File: config.mk
export PLATFORM = sky130hd
export DESIGN_NAME = vowel_first_char_sorter
export DESIGN_NICKNAME = d
export VERILOG_FILES = /design/src/vfcs_pkg.sv /design/src/vowel_first_char_sorter.sv
export SDC_FILE = /design/constraint.sdc
export NUM_CORES = 1
export LEC_CHECK = 0
export BUFFER_PORTS_ARGS = -buffer_cell sky130_fd_sc_hd__buf_2
export CAP_MARGIN = 20
export CORE_AREA = 5 5 217 261
export DETAILED_ROUTE_END_ITERATION = 10
export DIE_AREA = 0 0 222 266
export SLEW_MARGIN = 15
export SYNTH_ARGS = -nofsm -noshare
export SYNTH_HDL_FRONTEND = slang
export SYNTH_SLANG_ARGS = --single-unit
File: constraint.sdc
create_clock -name clk -period 8.74 [get_ports clk]
set_clock_uncertainty 0.1 [all_clocks]
set_input_delay 2.185 -clock clk [delete_from_list [all_inputs] [get_ports clk]]
set_output_delay 2.185 -clock clk [all_outputs]
set_load 0.005 [all_outputs]
File: src/vfcs_pkg.sv
package vfcs_pkg;

	localparam int MAX_LEN = 64;
	localparam int ADDR_W = (MAX_LEN > 1) ? $clog2(MAX_LEN) : 1;
	localparam int CNT_W = $clog2(MAX_LEN + 1);

	typedef logic [7:0] byte_t;
	typedef logic [8:0] sort_key_t;
	typedef logic [ADDR_W-1:0] addr_t;
	typedef logic [CNT_W-1:0] count_t;

	localparam byte_t VOWEL_A = 8'h61;
	localparam byte_t VOWEL_E = 8'h65;
	localparam byte_t VOWEL_I = 8'h69;
	localparam byte_t VOWEL_O = 8'h6f;
	localparam byte_t VOWEL_U = 8'h75;

	function automatic sort_key_t sort_key(input byte_t b);
		logic vowel;
		vowel = (b == VOWEL_A) || (b == VOWEL_E) || (b == VOWEL_I) ||
			(b == VOWEL_O) || (b == VOWEL_U);
		return {~vowel, b};
	endfunction

endpackage

File: src/vowel_first_char_sorter.sv
// Takes one string byte per transaction and keeps the string sorted in a 64-entry
// memory, lowercase vowels first, each part in byte order. A byte is inserted by
// shifting the larger stored bytes up one entry per cycle through the memory's
// read and write ports, so a transaction holds busy until every stored byte that
// ranks above the new byte has moved up and the new byte is written. A byte that
// arrives while the store is full is dropped and sets the overflow flag. On the
// final byte the block then starts the read and streams the stored bytes on
// consecutive cycles, each marked by strobe for one cycle only; the receiver must
// take every result as it comes. end_of_string marks the last byte, overflow is
// set on every byte of a string that lost bytes. Busy falls in the cycle that
// carries the last strobe, so the next string can start at once.
module vowel_first_char_sorter
	import vfcs_pkg::*;
(
	input  logic  clk,
	input  logic  arst_n,
	input  logic  start,
	output logic  busy,
	input  byte_t letter,
	input  logic  final_byte,
	output logic  strobe,
	output byte_t sorted_letter,
	output logic  end_of_string,
	output logic  overflow
);

	localparam logic [1:0] ST_IDLE  = 2'd0;
	localparam logic [1:0] ST_SHIFT = 2'd1;
	localparam logic [1:0] ST_LOAD  = 2'd2;
	localparam logic [1:0] ST_DRAIN = 2'd3;

	byte_t  mem [MAX_LEN];
	byte_t  rd_data;
	addr_t  rd_addr;
	addr_t  wr_addr;
	byte_t  wr_data;
	logic   wr_en;

	logic [1:0] state_q;
	count_t fill_q;
	logic   drop_q;
	addr_t  idx_q;
	addr_t  ptr_q;
	byte_t  byte_q;
	logic   fin_q;

	logic   accept;
	logic   full;
	logic   place;
	logic   last_out;

	assign busy     = (state_q != ST_IDLE);
	assign accept   = start && !busy;
	assign full     = (fill_q == CNT_W'(MAX_LEN));
	assign place    = (idx_q == '0) || (sort_key(rd_data) <= sort_key(byte_q));
	assign last_out = ((count_t'(ptr_q) + count_t'(1)) == fill_q);

	always_comb begin
		rd_addr = '0;
		wr_en   = 1'b0;
		wr_addr = idx_q;
		wr_data = byte_q;
		case (state_q)
			ST_IDLE: begin
				rd_addr = addr_t'(fill_q - count_t'(1));
			end
			ST_SHIFT: begin
				rd_addr = idx_q - addr_t'(2);
				wr_en   = 1'b1;
				wr_data = place ? byte_q : rd_data;
			end
			ST_LOAD: begin
				rd_addr = '0;
			end
			ST_DRAIN: begin
				rd_addr = ptr_q + addr_t'(1);
			end
			default: begin
				rd_addr = '0;
			end
		endcase
	end

	always_ff @(posedge clk) begin
		if (wr_en) begin
			mem[wr_addr] <= wr_data;
		end
		rd_data <= mem[rd_addr];
	end

	always_ff @(posedge clk or negedge arst_n) begin
		if (!arst_n) begin
			state_q <= ST_IDLE;
			fill_q  <= '0;
			drop_q  <= 1'b0;
			strobe  <= 1'b0;
		end else begin
			strobe <= 1'b0;
			case (state_q)
				ST_IDLE: begin
					if (accept) begin
						if (full) begin
							drop_q  <= 1'b1;
							state_q <= final_byte ? ST_LOAD : ST_IDLE;
						end else begin
							state_q <= ST_SHIFT;
						end
					end
				end
				ST_SHIFT: begin
					if (place) begin
						fill_q  <= fill_q + count_t'(1);
						state_q <= fin_q ? ST_LOAD : ST_IDLE;
					end
				end
				ST_LOAD: begin
					state_q <= ST_DRAIN;
				end
				ST_DRAIN: begin
					strobe <= 1'b1;
					if (last_out) begin
						fill_q  <= '0;
						drop_q  <= 1'b0;
						state_q <= ST_IDLE;
					end
				end
				default: begin
					state_q <= ST_IDLE;
				end
			endcase
		end
	end

	always_ff @(posedge clk) begin
		if (accept) begin
			idx_q  <= fill_q[ADDR_W-1:0];
			byte_q <= letter;
			fin_q  <= final_byte;
		end
		if ((state_q == ST_SHIFT) && !place) begin
			idx_q <= idx_q - addr_t'(1);
		end
		if (state_q == ST_LOAD) begin
			ptr_q <= '0;
		end
		if (state_q == ST_DRAIN) begin
			ptr_q         <= ptr_q + addr_t'(1);
			sorted_letter <= rd_data;
			end_of_string <= last_out;
			overflow      <= drop_q;
		end
	end

endmodule
* Word level (Yosys, flattened, before mapping) *
Memories as Yosys holds them, arrays and structs flattened. A register that Yosys moved wholly into a read port is not among the register bits.
Index checks and enable logic that the tools add are counted.

storage, ports and cells
  flip-flop bits (word level) = 42
  bits in writable memories = 512
  input bits = 12
  output and inout bits = 12
  word-level logic and storage cells = 88
  memories kept = 1

operators by class
  add/sub/neg operators = 6
  order comparisons = 1
  equality and inequality tests = 19
  multiplexer cells = 25
  bitwise logic cells = 2
  reductions and logical operators = 23

memories
  memory  depth  width  read ports  clocked after Yosys merged registers in  wr ports  line                           RTL
  mem     64     8      1           1                                        1         vowel_first_char_sorter.sv:32  byte_t mem [MAX_LEN];

operator list
  cell                                              count
  == test 8 x 7 -> 1 bit, second input constant     10
  two-way mux 6 bit                                 4
  case mux 6 bit (4 select lines)                   1
  two-way mux 8 bit                                 2
  two-way mux 7 bit                                 2
  case mux 7 bit (2 select lines)                   1
  two-way mux 2 bit                                 6
  subtractor 6 x 1 -> 6 bit, second input constant  2
  nonzero test 2 bit                                5
  less-or-equal comparator 9 bit                    1
  logical OR 1 bit                                  9
  != test 2 bit, second input constant              4
  case mux 2 bit (4 select lines)                   1
  adder 6 x 1 -> 7 bit, second input constant       1
  adder 7 x 1 -> 7 bit, second input constant       1
  == test 7 bit                                     1
  == test 7 bit, second input constant              1
  two-way mux 1 bit                                 7
  adder 6 x 1 -> 6 bit, second input constant       1
  logical NOT 6 bit                                 1
  AND reduction 3 bit                               2
  subtractor 6 x 2 -> 6 bit, second input constant  1
  == test 2 bit, second input constant              2
  AND reduction 4 bit                               1
  other kinds (6)                                   9

* Logic depth before layout (Yosys ltp) *
  depth in word-level cells = 11
  gate-level depth with buffers = 14
  gate-level depth less buffers = 10

* Worst setup path after synthesis *
OpenSTA, ideal clock, no wires.

  path type = register -> register
  start point = register rd_data[2], read port of mem
  end point = memory mem[0][0] (netlist bit) (data pin)
  library setup time = 702 ps
  arrival = 4602 ps
  required time = 7938 ps
  slack = 3336 ps
  cell stages (with the launch flop) = 10
  buffers on the path = 1
  clock period less this slack = 5404 ps
  cells stage by stage = dfxtp_1 mux2_2 o21ai_0 nand4_1 ha_1 nand4_1 o21ai_0 nand2_1 clkbuf_1 o21ai_0

between the ends
  cells in the longest elaborated chain, start to end = 10
  elaborated cells on any way between the ends = 14
  those cells by class = 1 x order compare; 5 x eq/ne; 2 x mux; 1 x bitwise; 5 x reduce/logical

ends and longest elaborated chain
  what                              line                           RTL
  start, declared                   vowel_first_char_sorter.sv:33  byte_t rd_data;
  == test 8 x 7 -> 1 bit            vfcs_pkg.sv:20                 vowel = (b == VOWEL_A) || (b == VOWEL_E) || (b == VOWEL_I) ||
  logical OR 1 bit (3 in series)    vfcs_pkg.sv:20
  logical OR 1 bit                  vfcs_pkg.sv:21                 (b == VOWEL_O) || (b == VOWEL_U);
  inverter 1 bit                    vfcs_pkg.sv:22                 return {~vowel, b};
  less-or-equal comparator 9 bit *  vowel_first_char_sorter.sv:55  assign place = (idx_q == '0) || (sort_key(rd_data) <= sort_key(byte_q));
  logical OR 1 bit *                vowel_first_char_sorter.sv:55
  two-way mux 8 bit *               vowel_first_char_sorter.sv:70  wr_data = place ? byte_q : rd_data;
  two-way mux 8 bit *               vowel_first_char_sorter.sv:63  case (state_q)
  net wr_data[0]                    vowel_first_char_sorter.sv:36  byte_t wr_data;
  end, declared                     vowel_first_char_sorter.sv:32

The timed path passes the listed nets; every way through them passes the cells marked *.

* Worst setup path after layout *
  start point = register state_q[0]
  end point = register rd_data[4], read port of mem

between the ends
  cells in the longest elaborated chain, start to end = 2
  elaborated cells on any way between the ends = 5
  those cells by class = 3 x eq/ne; 1 x mux; 1 x reduce/logical

ends and longest elaborated chain
  what                                   line                            RTL
  start, declared                        vowel_first_char_sorter.sv:39   logic [1:0] state_q;
  start signal, assigned                 vowel_first_char_sorter.sv:104  state_q <= final_byte ? ST_LOAD : ST_IDLE;
  start signal, assigned                 vowel_first_char_sorter.sv:113  state_q <= fin_q ? ST_LOAD : ST_IDLE;
  == test 2 bit (tied with other cells)  vowel_first_char_sorter.sv:63
  case mux 6 bit (4 select lines) *      vowel_first_char_sorter.sv:63

Every way passes the cells marked *; elsewhere a longest branch is shown, timed or not.
A chain may end at the register's enable or synchronous reset.

==> flow_summary_export.csv <==
group,metric,value,unit
timing,tns,0,ps
timing,finalHoldViolCount,0,
clock_tree,cts_tree,"built",
cells_and_area,syn_to_final_growth,10.5,%
timing,fin_crit_sh,55.5,%
global_routing,grt_antenna_before_repair,2,
timing,grt_setup_unrepaired,"false",
clock_tree,cts.sinks,562,
critical_path,cpMostUsedCell,"a32oi_1",
clock_tree,cts_resized,0,
die,initial_core_util,44.6,%
yosys,postSynthAreaPerCell,14.0,um2
yosys,syn-cell-area,23900,um2
yosys,ys_warn_count,0,
place,post-place-cells,2361,
critical_path,cp_slowest_cell,"o31a_2",
power,p_leak,8.70,nW
global_routing,grt_first_pass_wirelength,92.7,mm
cells_and_area,fin_cells,2463,
drt,drtAntennaViolNets,0,
die,core,53500,um2
yosys,synth.yosys.seq_area_share,70.1,%
global_routing,grt_max_degree,180,
place,port_buffers,23,
critical_path,worstPathMaxFanout,179,
power,powerDensity,348,nW/um2
job,maxCapViolCount,0,
drt,wirelength,62.1,mm
drt,vias_per_cell,6.00,
timing,max_slew_margin,26.9,%
yosys,async_reset_ff_share,1.96,%
drt,vias,14800,
clock_tree,insertion_delay,610,ps
clock_tree,cts_max_level,2,
cells_and_area,final_cell_mix,"543 x edfxtp_1, 260 x nand2_1, 119 x mux2i_1",
timing,worst_hold_slack,364,ps
yosys,synth_cells,1709,
status,status,"complete, no violations",
die,die_h,266,um
critical_path,start_kind,"register",
die,num_io_pins,24,
timing,setup_viol,0,
die,std_cell_rows,93,
clock_tree,clk_pin_slew,60,ps
global_routing,grt_usage,20.5,%
place,dpl.hpwl,37.6,mm
timing,tightest_slew,1090,ps
clock_tree,cts-buffers-inserted,54,
timing,period_needed,4850,ps
cells_and_area,fin_util,49.3,%
yosys,synth-main-ff-cell,"edfxtp_1",
worst_hold_path,hp-class,"reg -> reg",
clock_tree,post_cts_buffers,0,
clock_tree,cts_buffer_depth,3,
cells_and_area,drive_gt1_share,9.77,%
drt,drc,0,
critical_path,cp_data_arrival_time,5290,ps
global_routing,first_global_vias,14600,
die,die_w,222,um
clock_tree,cts-root-buf,"clkbuf_16",
yosys,syn_nets,1740,
drt,wl_per_cell,25.2,um
timing,final-max-slew-violation-count,0,
global_routing,overflow,0,
yosys,ys_ff_latch,562,
die,dieArea,59100,um2
cells_and_area,final_nets,1736,
cells_and_area,final_common_cell,"edfxtp_1",
power,irDropWorstVdd,0.000319,V
clock_tree,postCtsHoldBufs,0,
timing,max_freq,0.206,GHz
drt,drtIter0Drc,1391,
yosys,synth_edf_count,543,
timing,finalWorstSetupSlack,3890,ps
place,gp_congestion,0.874,
place,pre_cts_slack,3870,ps
drt,dr.pass1.iters,6,
critical_path,crit_chain,"buf_4 -> or3_1 -> o31a_2 -> buf_12 -> mux2i_1 -> a32oi_1 -> nand2_1 -> a32oi_1 -> and4_1",
critical_path,path_class,"reg -> reg",
critical_path,end_kind,"register",
critical_path,slowest_delay,850,ps
critical_path,cp.required,9180,ps
yosys,synth_cell_types,70,
==> area by class of cell <==
type,count,area (um2)
antenna,1,2.50
clock buffer,71,1420
clock inverter,30,354
fill,4529,27100
inverter,22,82.6
multi-input combinational,1014,6570
sequential,562,16700
tap,712,891
timing repair buffer,51,338
==> registers in the layout, summed over array words and instances, names as in the netlist <==
signal and count:
mem 512, byte_q 8, rd_data 8, sorted_letter 8, fill_q 7, idx_q 6, ptr_q 6, state_q 2
drop_q 1, end_of_string 1, fin_q 1, overflow 1, strobe 1
==> stage by stage <==
step	instance area [um2]	total power, mW
after CTS	26400	9.20
final	26400	9.19
after global placement	24600	6.83
after detailed placement	24600	6.87
after floorplan	23900	5.67
after global routing	26400	9.59
==> cell usage after synthesis, types with 9 or more instances <==
library cell	n	share of area [%]
a211oi_1	11	0.35
a21oi_1	74	1.6
a221o_1	28	1.2
a221oi_1	27	0.99
a22oi_1	33	1.0
a31oi_1	15	0.39
a32oi_1	59	2.2
buf_2	47	0.98
buf_4	11	0.35
clkbuf_1	40	0.63
dfrtp_1	11	1.2
edfxtp_1	543	68
ha_1	19	0.99
inv_1	21	0.33
mux2i_1	119	5.0
nand2_1	260	4.1
nand3_1	81	1.7
nor2_1	94	1.5
nor3_1	9	0.19
nor4_1	9	0.24
o211ai_1	33	1.0
o21ai_0	20	0.42
or3b_2	13	0.48
xnor2_1	9	0.33
xor2_1	9	0.33
==> routing by layer <==
| metal | global-route usage (%) | part of all wire [%] | vias to the layer above |
|---|---|---|---|
| met5 | 0 | 0.021 | - |
| met3 | 3.31 | 6.5 | 138 |
| met4 | 8.13 | 4.3 | 2 |
| met1 | 27.0 | 41 | 7476 |
| met2 | 34.4 | 48 | 534 |
| li1 | - | - | 6626 |
==> worst max-delay path, delay by kind of cell (launching register included) <==
kind | cells | cell delay (ps)
mux | 1 | 180
compound gates | 3 | 1720
simple gates | 3 | 710
flops | 1 | 590
buf+inv | 2 | 1360
==> power by group <==
part	switching, mW	leakage (nW)	internal [mW]
clock	0.997	0.845	1.35
sequential	0.0992	5.11	3.11
combinational	2.49	2.75	1.14
==> path summary, 6_finish.rpt <==
kind / startpoint / to / slack, ps / depth (start not counted)
max: state_q[0]$_DFFE_PN0P_ / rd_data[4]$_DFF_P_ / 3890 / 9
min: drop_q$_DFFE_PN0P_ / overflow$_DFFE_PP_ / 360 / 0
max reg2reg: state_q[0]$_DFFE_PN0P_ / rd_data[4]$_DFF_P_ / 3890 / 9
min reg2reg: drop_q$_DFFE_PN0P_ / overflow$_DFFE_PP_ / 360 / 0
max in group asynchronous: arst_n / state_q[0]$_DFFE_PN0P_ / 6970 / 1
min in group asynchronous: arst_n / strobe$_DFF_PN0_ / 1340 / 1
==> cells by family after synthesis <==
family	synth area share [%]
multiplexers	5.46
buffers and inverters	2.67
AO/OA/AOI/OAI	10.5
adder cells (fa/ha/maj)	0.995
flip-flops	70.1
AND/OR/NAND/NOR	9.61
XOR/XNOR	0.754
Note: power is estimated with default switching activity, not from simulation.
